[src/rtl/sst_pkg.sv]
// Types, constants and codes of the sorted set table.
`default_nettype none

package sst_pkg;

  localparam int unsigned CAPACITY  = 32;
  localparam int unsigned ELEM_BITS = 32;

  localparam int unsigned CNT_W     = $clog2(CAPACITY + 1);
  localparam int unsigned VALUE_W   = 32;
  localparam int unsigned CMD_W     = 2;
  localparam int unsigned STATUS_W  = 2;

  localparam int unsigned IN_BITS   = CMD_W + VALUE_W;
  localparam int unsigned IN_DATA_W = ((IN_BITS + 7) / 8) * 8;
  localparam int unsigned OUT_BITS  = STATUS_W + 1 + CNT_W;
  localparam int unsigned OUT_DATA_W = ((OUT_BITS + 7) / 8) * 8;

  typedef logic signed [ELEM_BITS-1:0] elem_t;
  typedef logic [CNT_W-1:0]            count_t;

  typedef enum logic [CMD_W-1:0] {
    CMD_INSERT = 2'd0,
    CMD_DELETE = 2'd1,
    CMD_LOOKUP = 2'd2
  } cmd_e;

  typedef enum logic [STATUS_W-1:0] {
    ST_DONE    = 2'd0,
    ST_PRESENT = 2'd1,
    ST_ABSENT  = 2'd2,
    ST_FULL    = 2'd3
  } status_e;

  // Row-wide shift command, qualified by the accept handshake.
  typedef struct packed {
    logic insert;
    logic remove;
  } cell_ctrl_t;

  typedef struct packed {
    status_e status;
    logic    found;
    count_t  count;
  } result_t;

endpackage

`default_nettype wire

[src/rtl/sst_cell.sv]
// One storage cell of the sorted row: holds an entry, compares, shifts.
`default_nettype none

module sst_cell (
  input  logic               clk_i,
  input  sst_pkg::cell_ctrl_t ctrl_i,
  input  sst_pkg::elem_t     key_i,
  input  logic               valid_i,
  input  sst_pkg::elem_t     left_data_i,
  input  logic               left_gt_i,
  input  sst_pkg::elem_t     right_data_i,
  output sst_pkg::elem_t     data_o,
  output logic               eq_o,
  output logic               gt_o
);
  import sst_pkg::*;

  elem_t data_q;
  elem_t data_d;

  assign data_o = data_q;
  assign eq_o   = valid_i && (data_q == key_i);
  assign gt_o   = valid_i && (data_q > key_i);

  // On insert, cells above the slot take their left neighbor; the first cell
  // that is greater than the key (or empty) takes the key itself.
  // On delete, every cell at or above the hit takes its right neighbor.
  always_comb begin
    data_d = data_q;
    if (ctrl_i.insert) begin
      if (left_gt_i) begin
        data_d = left_data_i;
      end else if (gt_o || !valid_i) begin
        data_d = key_i;
      end
    end else if (ctrl_i.remove) begin
      if (eq_o || gt_o) begin
        data_d = right_data_i;
      end
    end
  end

  always_ff @(posedge clk_i) begin
    data_q <= data_d;
  end

endmodule

`default_nettype wire

[src/rtl/sorted_set_table.sv]
// Sorted set table: a row of CAPACITY cells holds distinct signed values in
// ascending order. Every cell compares its entry with the command's value in
// the same cycle, and on insert or delete the cells past the slot load their
// left or right neighbor, so one command is taken every clock cycle while the
// result register is free or drains, and its result beat appears in the output
// register in the next cycle. The input is still taken while a result waits,
// as long as that result leaves in the same cycle.
`default_nettype none

module sorted_set_table (
  input  logic                            clk_i,
  input  logic                            rst_ni,
  input  logic                            s_axis_tvalid,
  output logic                            s_axis_tready,
  // [1:0] cmd, [33:2] value, upper bits zero
  input  logic [sst_pkg::IN_DATA_W-1:0]   s_axis_tdata,
  output logic                            m_axis_tvalid,
  input  logic                            m_axis_tready,
  // [1:0] status, [2] found, [8:3] count, upper bits zero
  output logic [sst_pkg::OUT_DATA_W-1:0]  m_axis_tdata
);
  import sst_pkg::*;

  logic                     accept;
  logic [CMD_W-1:0]         cmd;
  logic signed [VALUE_W-1:0] value;
  elem_t                    key;

  elem_t                    cell_data [CAPACITY];
  logic [CAPACITY-1:0]      cell_eq;
  logic [CAPACITY-1:0]      cell_gt;
  logic [CAPACITY-1:0]      cell_valid;

  logic                     hit;
  logic                     full;
  cell_ctrl_t               ctrl;

  count_t                   count_q;
  count_t                   count_d;
  logic                     out_valid_q;
  result_t                  result_q;
  result_t                  result_d;

  assign cmd   = s_axis_tdata[CMD_W-1:0];
  assign value = s_axis_tdata[CMD_W +: VALUE_W];
  assign key   = ELEM_BITS'(value);

  assign s_axis_tready = !out_valid_q || m_axis_tready;
  assign accept        = s_axis_tvalid && s_axis_tready;

  assign hit  = |cell_eq;
  assign full = (count_q >= CNT_W'(CAPACITY));

  for (genvar i = 0; i < CAPACITY; i++) begin : g_cell
    elem_t left_data;
    logic  left_gt;
    elem_t right_data;

    assign cell_valid[i] = (CNT_W'(i) < count_q);

    if (i == 0) begin : g_first
      assign left_data = key;
      assign left_gt   = 1'b0;
    end else begin : g_inner
      assign left_data = cell_data[i-1];
      assign left_gt   = cell_gt[i-1];
    end

    if (i == CAPACITY - 1) begin : g_last
      assign right_data = cell_data[i];
    end else begin : g_mid
      assign right_data = cell_data[i+1];
    end

    sst_cell u_cell (
      .clk_i       (clk_i),
      .ctrl_i      (ctrl),
      .key_i       (key),
      .valid_i     (cell_valid[i]),
      .left_data_i (left_data),
      .left_gt_i   (left_gt),
      .right_data_i(right_data),
      .data_o      (cell_data[i]),
      .eq_o        (cell_eq[i]),
      .gt_o        (cell_gt[i])
    );
  end

  always_comb begin
    ctrl            = '0;
    count_d         = count_q;
    result_d.found  = hit;
    result_d.status = hit ? ST_DONE : ST_ABSENT;
    unique case (cmd)
      CMD_INSERT: begin
        if (hit) begin
          result_d.status = ST_PRESENT;
        end else if (full) begin
          result_d.status = ST_FULL;
        end else begin
          result_d.status = ST_DONE;
          ctrl.insert     = accept;
          count_d         = count_q + 1'b1;
        end
      end
      CMD_DELETE: begin
        if (hit) begin
          ctrl.remove = accept;
          count_d     = count_q - 1'b1;
        end
      end
      default: begin
        // Lookup, and the unused code that behaves as one.
      end
    endcase
    result_d.count = count_d;
  end

  always_ff @(posedge clk_i or negedge rst_ni) begin
    if (!rst_ni) begin
      count_q     <= '0;
      out_valid_q <= 1'b0;
    end else begin
      if (accept) begin
        count_q     <= count_d;
        out_valid_q <= 1'b1;
      end else if (m_axis_tready) begin
        out_valid_q <= 1'b0;
      end
    end
  end

  always_ff @(posedge clk_i) begin
    if (accept) begin
      result_q <= result_d;
    end
  end

  assign m_axis_tvalid = out_valid_q;
  assign m_axis_tdata  = OUT_DATA_W'({result_q.count, result_q.found, result_q.status});

endmodule

`default_nettype wire

[config.mk]
export PLATFORM = sky130hd
export DESIGN_NAME = sorted_set_table
export DESIGN_NICKNAME = d
export VERILOG_FILES = /design/src/rtl/sst_pkg.sv /design/src/rtl/sst_cell.sv /design/src/rtl/sorted_set_table.sv
export SDC_FILE = /design/constraint.sdc
export NUM_CORES = 2
export LEC_CHECK = 0
export ABC_AREA = 0
export BUFFER_PORTS_ARGS = -buffer_cell sky130_fd_sc_hd__buf_2
export CORE_MARGIN = 2
export CORE_UTILIZATION = 65
export DETAILED_ROUTE_END_ITERATION = 8
export PLACE_DENSITY = 0.86
export SYNTH_ARGS = -nofsm -noshare
export SYNTH_HDL_FRONTEND = slang
export SYNTH_SLANG_ARGS = --single-unit
[constraint.sdc]
create_clock -name clk_i -period 8.1 [get_ports clk_i]
set_clock_uncertainty 0.15 [all_clocks]
set_input_delay 1.215 -clock clk_i [delete_from_list [all_inputs] [get_ports clk_i]]
set_output_delay 1.215 -clock clk_i [all_outputs]
set_load 0.02 [all_outputs]
Word level (Yosys, flattened, before mapping)
Cells that the tools add are included.

Bits in registers: 1040. Bits in latches: 0. RAM bits: 0. Memory bits (read-only): 0. Input bits: 44. Output and inout port bits: 18. Logic and storage cells: 569. Memories kept: 0.

Add/sub/neg operators: 2. $mul: 0. Divide/modulo/power cells: 0. $lt $le $gt $ge: 65. Eq/ne operators: 64. Shift operators: 0. Mux-type cells: 171. Bitwise gates (word level): 0. Reduce and logical (&&, ||, !) cells: 230.

Operator list (count): 32-bit two-way mux (156); 32-bit equality test (32); 32-bit greater-than comparator (32); 5-bit by 6-bit < comparator with 1-bit output, first input constant (16); 3-bit AND reduction (31); 3-bit by 1-bit inequality test with 1-bit output, second input constant (30); 2-bit nonzero test (34); 1-bit logical AND (65); 1-bit logical OR (64); 4-bit by 6-bit < comparator with 1-bit output, first input constant (8); 1-bit logical NOT (33); 32-bit OR reduction (1); 3-bit by 6-bit < comparator with 1-bit output, first input constant (4); 6-bit two-way mux (3); 1-bit by 6-bit < comparator with 1-bit output, first input constant (2); 2-bit by 6-bit < comparator with 1-bit output, first input constant (2); 6-bit case mux with 2 select lines (1); 2-bit two-way mux (4); 1-bit two-way mux (7); 6-bit by 1-bit adder with 6-bit output, second input constant (1); 6-bit greater-or-equal comparator, second input constant (1); 6-bit by 1-bit subtractor with 6-bit output, second input constant (1); 2-bit by 1-bit equality test with 1-bit output, second input constant (1); 2-bit logical NOT (1); 2 further kinds (2).

Longest topological paths before layout
Depth in word-level cells: 8. Mapped depth: 17. Gate-level depth less buffers: 12.

Hierarchy
Synthesis repeated with hierarchy kept, for this count alone.

Cell total of the unflattened synthesis: 8752. Area, all modules: 81415.6 sq um.

Modules (own cells, without submodules): sst_cell (instances 32, cells each 268, area each 2501.1 sq um); sorted_set_table (instances 1, cells each 176, area each 1378.8 sq um).

Worst setup path before layout
OpenSTA, ideal clock, no wires.

Path type: input -> register. Start: in s_axis_tdata[27] (netlist bit). End: reg g_cell[14].u_cell.data_q[0] (enable). Arrival time: 7080 ps. Required time: 7480 ps. Slack: 400 ps. Cell stages on the path: 16. Cell sequence: clkbuf_1 -> inv_1 -> ha_1 -> nand4_1 -> or4_1 -> or4b_1 -> o221ai_1 -> nor3_1 -> nand3_2 -> or2_1 -> buf_2 -> buf_6 -> buf_6 -> buf_4 -> nor3_1 -> a211oi_1.

Cells in the longest elaborated chain, start to end: 7. Elaborated cells on any way between the ends: 79. Those cells by class: order compare: 2; eq/ne: 33; mux: 4; reduce/logical: 40.

RTL lines: start, declared (line sorted_set_table.sv:16) `input logic [sst_pkg::IN_DATA_W-1:0] s_axis_tdata,`; 32-bit equality test (line sst_cell.sv:22) `assign eq_o = valid_i && (data_q == key_i);`; 1-bit logical AND (line sst_cell.sv:22); 32-bit OR reduction (line sorted_set_table.sv:51) `assign hit = |cell_eq;`; 1-bit two-way mux (on tied branches) (line sorted_set_table.sv:96, sorted_set_table.sv:107); 1-bit two-way mux (line sorted_set_table.sv:94) `unique case (cmd)`; 3-bit by 1-bit inequality test with 1-bit output (no line) or 2-bit nonzero test (tied branches); 3-bit AND reduction (no line) (*); end signal, assigned (line sst_cell.sv:44) `data_q <= data_d;`; end, declared (line sst_cell.sv:18) `elem_t data_q;`.

Every way passes the cells marked *; elsewhere a longest branch is shown, timed or not. A chain may end at the register's enable or synchronous reset.

Final worst setup path
Start: in s_axis_tdata[24] (netlist bit). End: reg g_cell[20].u_cell.data_q[15] (data pin).

Cells in the longest elaborated chain, start to end: 6. Elaborated cells on any way between the ends: 71. Those cells by class: order compare: 1; eq/ne: 32; mux: 4; reduce/logical: 34.

RTL lines: parallel branches: the longest is 5 deep, another holds 32-bit greater-than comparator; 32-bit two-way mux (*) (line sst_cell.sv:30) `if (ctrl_i.insert) begin`; net g_cell[20].u_cell.data_d[15] (line sst_cell.sv:19) `elem_t data_d;`; end signal, assigned (line sst_cell.sv:44); end, declared (line sst_cell.sv:18).

Mark *: on every way through the listed nets, which the timed path passes.

==> results.cfg <==
[critical_path]
critPathRequiredTime_ns = 8.39
critical_path_peak_fanout = 105
critical_path.reg2reg.endpoint = g_cell[16].u_cell.data_o[0]
critical_path_class = input port to flip-flop
worst_setup_slack_for_register_to_register_paths_ns = 1.57
worstSetupEndpointType = flip-flop
setup.worst_path.start = s_axis_tdata[24]
timing.critical_path.from_type = input port
critPathArrivalTime_ns = 6.88
rr_startpoint = count_q[1]
r2r_cells = 12

[yosys]
synth_enable_flop_cells = 1033
synthesized_area_fraction_occupied_by_adder_cells = 0.169
synth_top_cells_by_area = sky130_fd_sc_hd__edfxtp_1 41%, sky130_fd_sc_hd__ha_1 17%, sky130_fd_sc_hd__mux2i_1 12%, sky130_fd_sc_hd__o21ai_0 5.4%, sky130_fd_sc_hd__nand2_1 5.2%
ys_seq_elements = 1040
yosys.area_share.simple = 0.117
synthTopCellsByCount = 1051 x sky130_fd_sc_hd__nand2_1, 1033 x sky130_fd_sc_hd__edfxtp_1, 1028 x sky130_fd_sc_hd__ha_1
dominant_combinational_cell_family_by_area_after_synthesis = adder cells
per_instance_average_area_after_synthesis_um2 = 10.1
synthMostInstantiatedCell = sky130_fd_sc_hd__nand2_1
ys_dominant_reg_cell = sky130_fd_sc_hd__edfxtp_1
syn-instance-count = 7536
synth.yosys.seq_area_share = 0.409
synth_compound_gate_area_share = 0.152
synth.top_cell.area_share = 0.407
synthArstFlopShare = 0.00673
synthMuxAreaShare = 0.120
yosys.cell_types.count = 76
yosys_warnings = 0
synth_top_area_cell = sky130_fd_sc_hd__edfxtp_1
synth.cell_area_um2 = 76200
synth_xor_xnor_area_share = 0.00184

[grt]
global_route.peak_usage_layer = met2
met3_usage = 0.125
via_count_of_the_first_global_routing_pass = 63000
global_route.overflow_total = 0
grt_pass1_wl_um = 384000
global_route.usage.met2 = 0.592
grt_use_met1 = 0.546
grt_max_degree = 303
grt_usage = 0.420
grt_antenna_before_repair = 9

[power]
vdd_ir_drop_max_v = 0.000216
power_switching_share = 0.260
power.clock.fraction = 0.430
leakage_nw = 36.2
pint_mw = 9.78
netSwitchingPower_mw = 3.43
p_seq_frac = 0.442
share_comb_of_total_power = 0.128
pwr_density_cell_nw_per_um2 = 160
report.power.total_mw = 13.2

[drt]
ant_nets = 0
drt_iter0_drc = 10800
vias = 65000
wirelength_um = 259000
detail_route.first_pass.iterations = 8
detail_route.drc_violations = 0
drt-vias-per-instance = 7.17
drt-wirelength-per-cell_um = 28.5

[timing]
timing_hold_violations_final = 0
min_period_over_period = 0.813
rsz0062_at_grt = no
max_fclk_mhz = 152
final_setup_violations = 0
headroom_to_the_max_slew_limit = 0.158
final.setup.tns_ns = 0
worst_tran_pin_value_ns = 1.26
minimum_period_implied_by_the_final_worst_setup_slack_ns = 6.58
timing.final.max_slew_violations = 0

[final_layout]
ff_latch_area_um2 = 31200
post_route_cells_drive_above_1_share = 0.0727
layout.filler_cells = 7980
areaGrowthSynthToFinish_pct = 8.30
multi_input_area_um2 = 43200
nNetsFinal = 8517

[die]
start_util = 0.656
die_height_um = 346
core_area_um2 = 116000
die-area_um2 = 120000
die_x_um = 346
i_o_pins = 62
std_cell_rows = 125

[clock_network]
clkSlewWorstSetupHoldPaths_ns = 0.06
tritoncts.num_buffers = 115
post_cts_hold_buffer_count = 0
cts.sink_count = 1040
clock_tree.htree_level_count = 3
cts.repair_timing.setup_buffer_count = 0
post_cts_resized = 0
clk_root_buf = sky130_fd_sc_hd__clkbuf_16
max-clock-path-buffers = 3
clock_insertion_delay_worst_skew_ns = 0.76
cts_tree = built

[worst_hold_path]
min-delay-path-class = input port to asynchronous set/reset pin

[placed_design]
dp_hpwl_um = 182000
gp_congestion = 1.01
place.port_buffers = 48

[job]
drv.max_cap_violation_count = 0

[outcome]
outcome = finished, final reports clean
routing by layer:
layer,part of all wire,up-vias
met1,0.36,30400
li1,-,28400
met2,0.40,5154
met4,0.087,12
met5,0.00027,-
met3,0.15,1090
registers in the layout, indices dropped and copies added, names as in the netlist:
| name | count |
|---|---|
| m_axis_tdata | 9 |
| m_axis_tvalid | 1 |
| g_cell.u_cell.data_o | 1024 |
| count_q | 6 |
cells in the final DEF (no fill, tap or decap), types with 11 or more instances in the layout:
cell                        netlist  routed
sky130_fd_sc_hd__o21ai_0        825     825
sky130_fd_sc_hd__a31oi_1         85      76
sky130_fd_sc_hd__inv_2            1      31
sky130_fd_sc_hd__xnor2_1         11      11
sky130_fd_sc_hd__nor3_1          56      56
sky130_fd_sc_hd__nor4_1          46      45
sky130_fd_sc_hd__nor2_1         340     333
sky130_fd_sc_hd__clkbuf_1       290      23
sky130_fd_sc_hd__a211oi_1        28      25
sky130_fd_sc_hd__clkinv_2         0      22
sky130_fd_sc_hd__bufinv_16        0      19
sky130_fd_sc_hd__clkbuf_16        0     119
sky130_fd_sc_hd__nor2b_1         65      65
sky130_fd_sc_hd__mux2_2          35      35
sky130_fd_sc_hd__buf_4           29     179
sky130_fd_sc_hd__a21o_1         306     305
sky130_fd_sc_hd__nand2b_1        19      18
sky130_fd_sc_hd__nand2_1       1051    1048
sky130_fd_sc_hd__a21oi_1        513     502
sky130_fd_sc_hd__o31ai_1         16      16
sky130_fd_sc_hd__a211o_1         11      11
sky130_fd_sc_hd__ha_1          1028    1028
sky130_fd_sc_hd__o211ai_1        53      53
sky130_fd_sc_hd__buf_12           0      15
sky130_fd_sc_hd__nand4_1        275     275
sky130_fd_sc_hd__and3_1          20      19
sky130_fd_sc_hd__edfxtp_1      1033    1033
sky130_fd_sc_hd__mux2i_1        877     868
sky130_fd_sc_hd__clkinv_1         1      19
sky130_fd_sc_hd__a2111oi_0       12      12
sky130_fd_sc_hd__o21a_1          24      24
sky130_fd_sc_hd__o21ai_1         49      47
sky130_fd_sc_hd__buf_2          125      47
sky130_fd_sc_hd__a221oi_1        13      12
sky130_fd_sc_hd__inv_1           88      57
sky130_fd_sc_hd__nand3_1         56      56
worst max path at each step:
stage,endpoint,slack [ns],depth (start not counted)
after global routing,g_cell[26].u_cell.data_o[24],1.50,14
final,g_cell[20].u_cell.data_o[15],1.52,13
after global placement,g_cell[26].u_cell.data_o[0],1.18,14
after CTS,g_cell[16].u_cell.data_o[9],1.81,15
after detailed placement,g_cell[16].u_cell.data_o[2],1.07,15
after floorplan,g_cell[14].u_cell.data_o[0],0.40,16
cell type report:
cell class                      count  share of cell area
Multi-Input combinational cell   5957               0.524
Sequential cell                  1040               0.378
Clock buffer                      148              0.0381
Tap cell                         1524              0.0231
Timing Repair Buffer              241              0.0228
Clock inverter                     66              0.0101
Inverter                           90             0.00418
Antenna cell                        5            0.000152
cells by family after synthesis:
logic type | after synthesis
compound gates | 2001
simple gates | 1993
flops | 1040
fa+ha+maj | 1028
mux | 912
buf+inv | 545
xor+xnor | 16
other cells | 1
per-stage QoR:
| stage | area [µm²] | hold slack [ns] | utilization | setup slack [ns] | instances |
|---|---|---|---|---|---|
| after floorplan | 76200 | 0.372 | - | 0.400 | 7542 |
| after global placement | 78500 | 0.362 | 0.676 | 1.18 | 8852 |
| after detailed placement | 78500 | 0.393 | 0.676 | 1.07 | 8852 |
| after CTS | 82500 | 0.150 | 0.710 | 1.81 | 9066 |
| after global routing | 82500 | 0.166 | 0.710 | 1.50 | 9066 |
| final | 82500 | 0.156 | 0.710 | 1.52 | 9071 |
power by group through the flow:
stage / sequential, mW / combinational [mW] / clock (mW)
4_1_cts: 5.84 / 1.62 / 5.64
3_3_place_gp: 5.95 / 1.53 / 0
5_1_grt: 5.84 / 1.77 / 5.86
6_report: 5.84 / 1.69 / 5.68
2_1_floorplan: 5.95 / 1.07 / 0
3_5_place_dp: 5.95 / 1.60 / 0
critical path, stage by stage:
cell                        delay [ns]
sky130_fd_sc_hd__buf_2            0.11
sky130_fd_sc_hd__inv_2            0.72
sky130_fd_sc_hd__ha_1             0.30
sky130_fd_sc_hd__nand4_1          0.16
sky130_fd_sc_hd__nor4_1           0.79
sky130_fd_sc_hd__nand4_1          0.69
sky130_fd_sc_hd__o2111ai_1        0.31
sky130_fd_sc_hd__nor4_1           0.10
sky130_fd_sc_hd__nand3_2          0.35
sky130_fd_sc_hd__or2_4            0.43
sky130_fd_sc_hd__buf_4            0.76
sky130_fd_sc_hd__buf_4            0.60
sky130_fd_sc_hd__o21ai_0          0.22
Note: power is estimated with default switching activity, not from simulation.
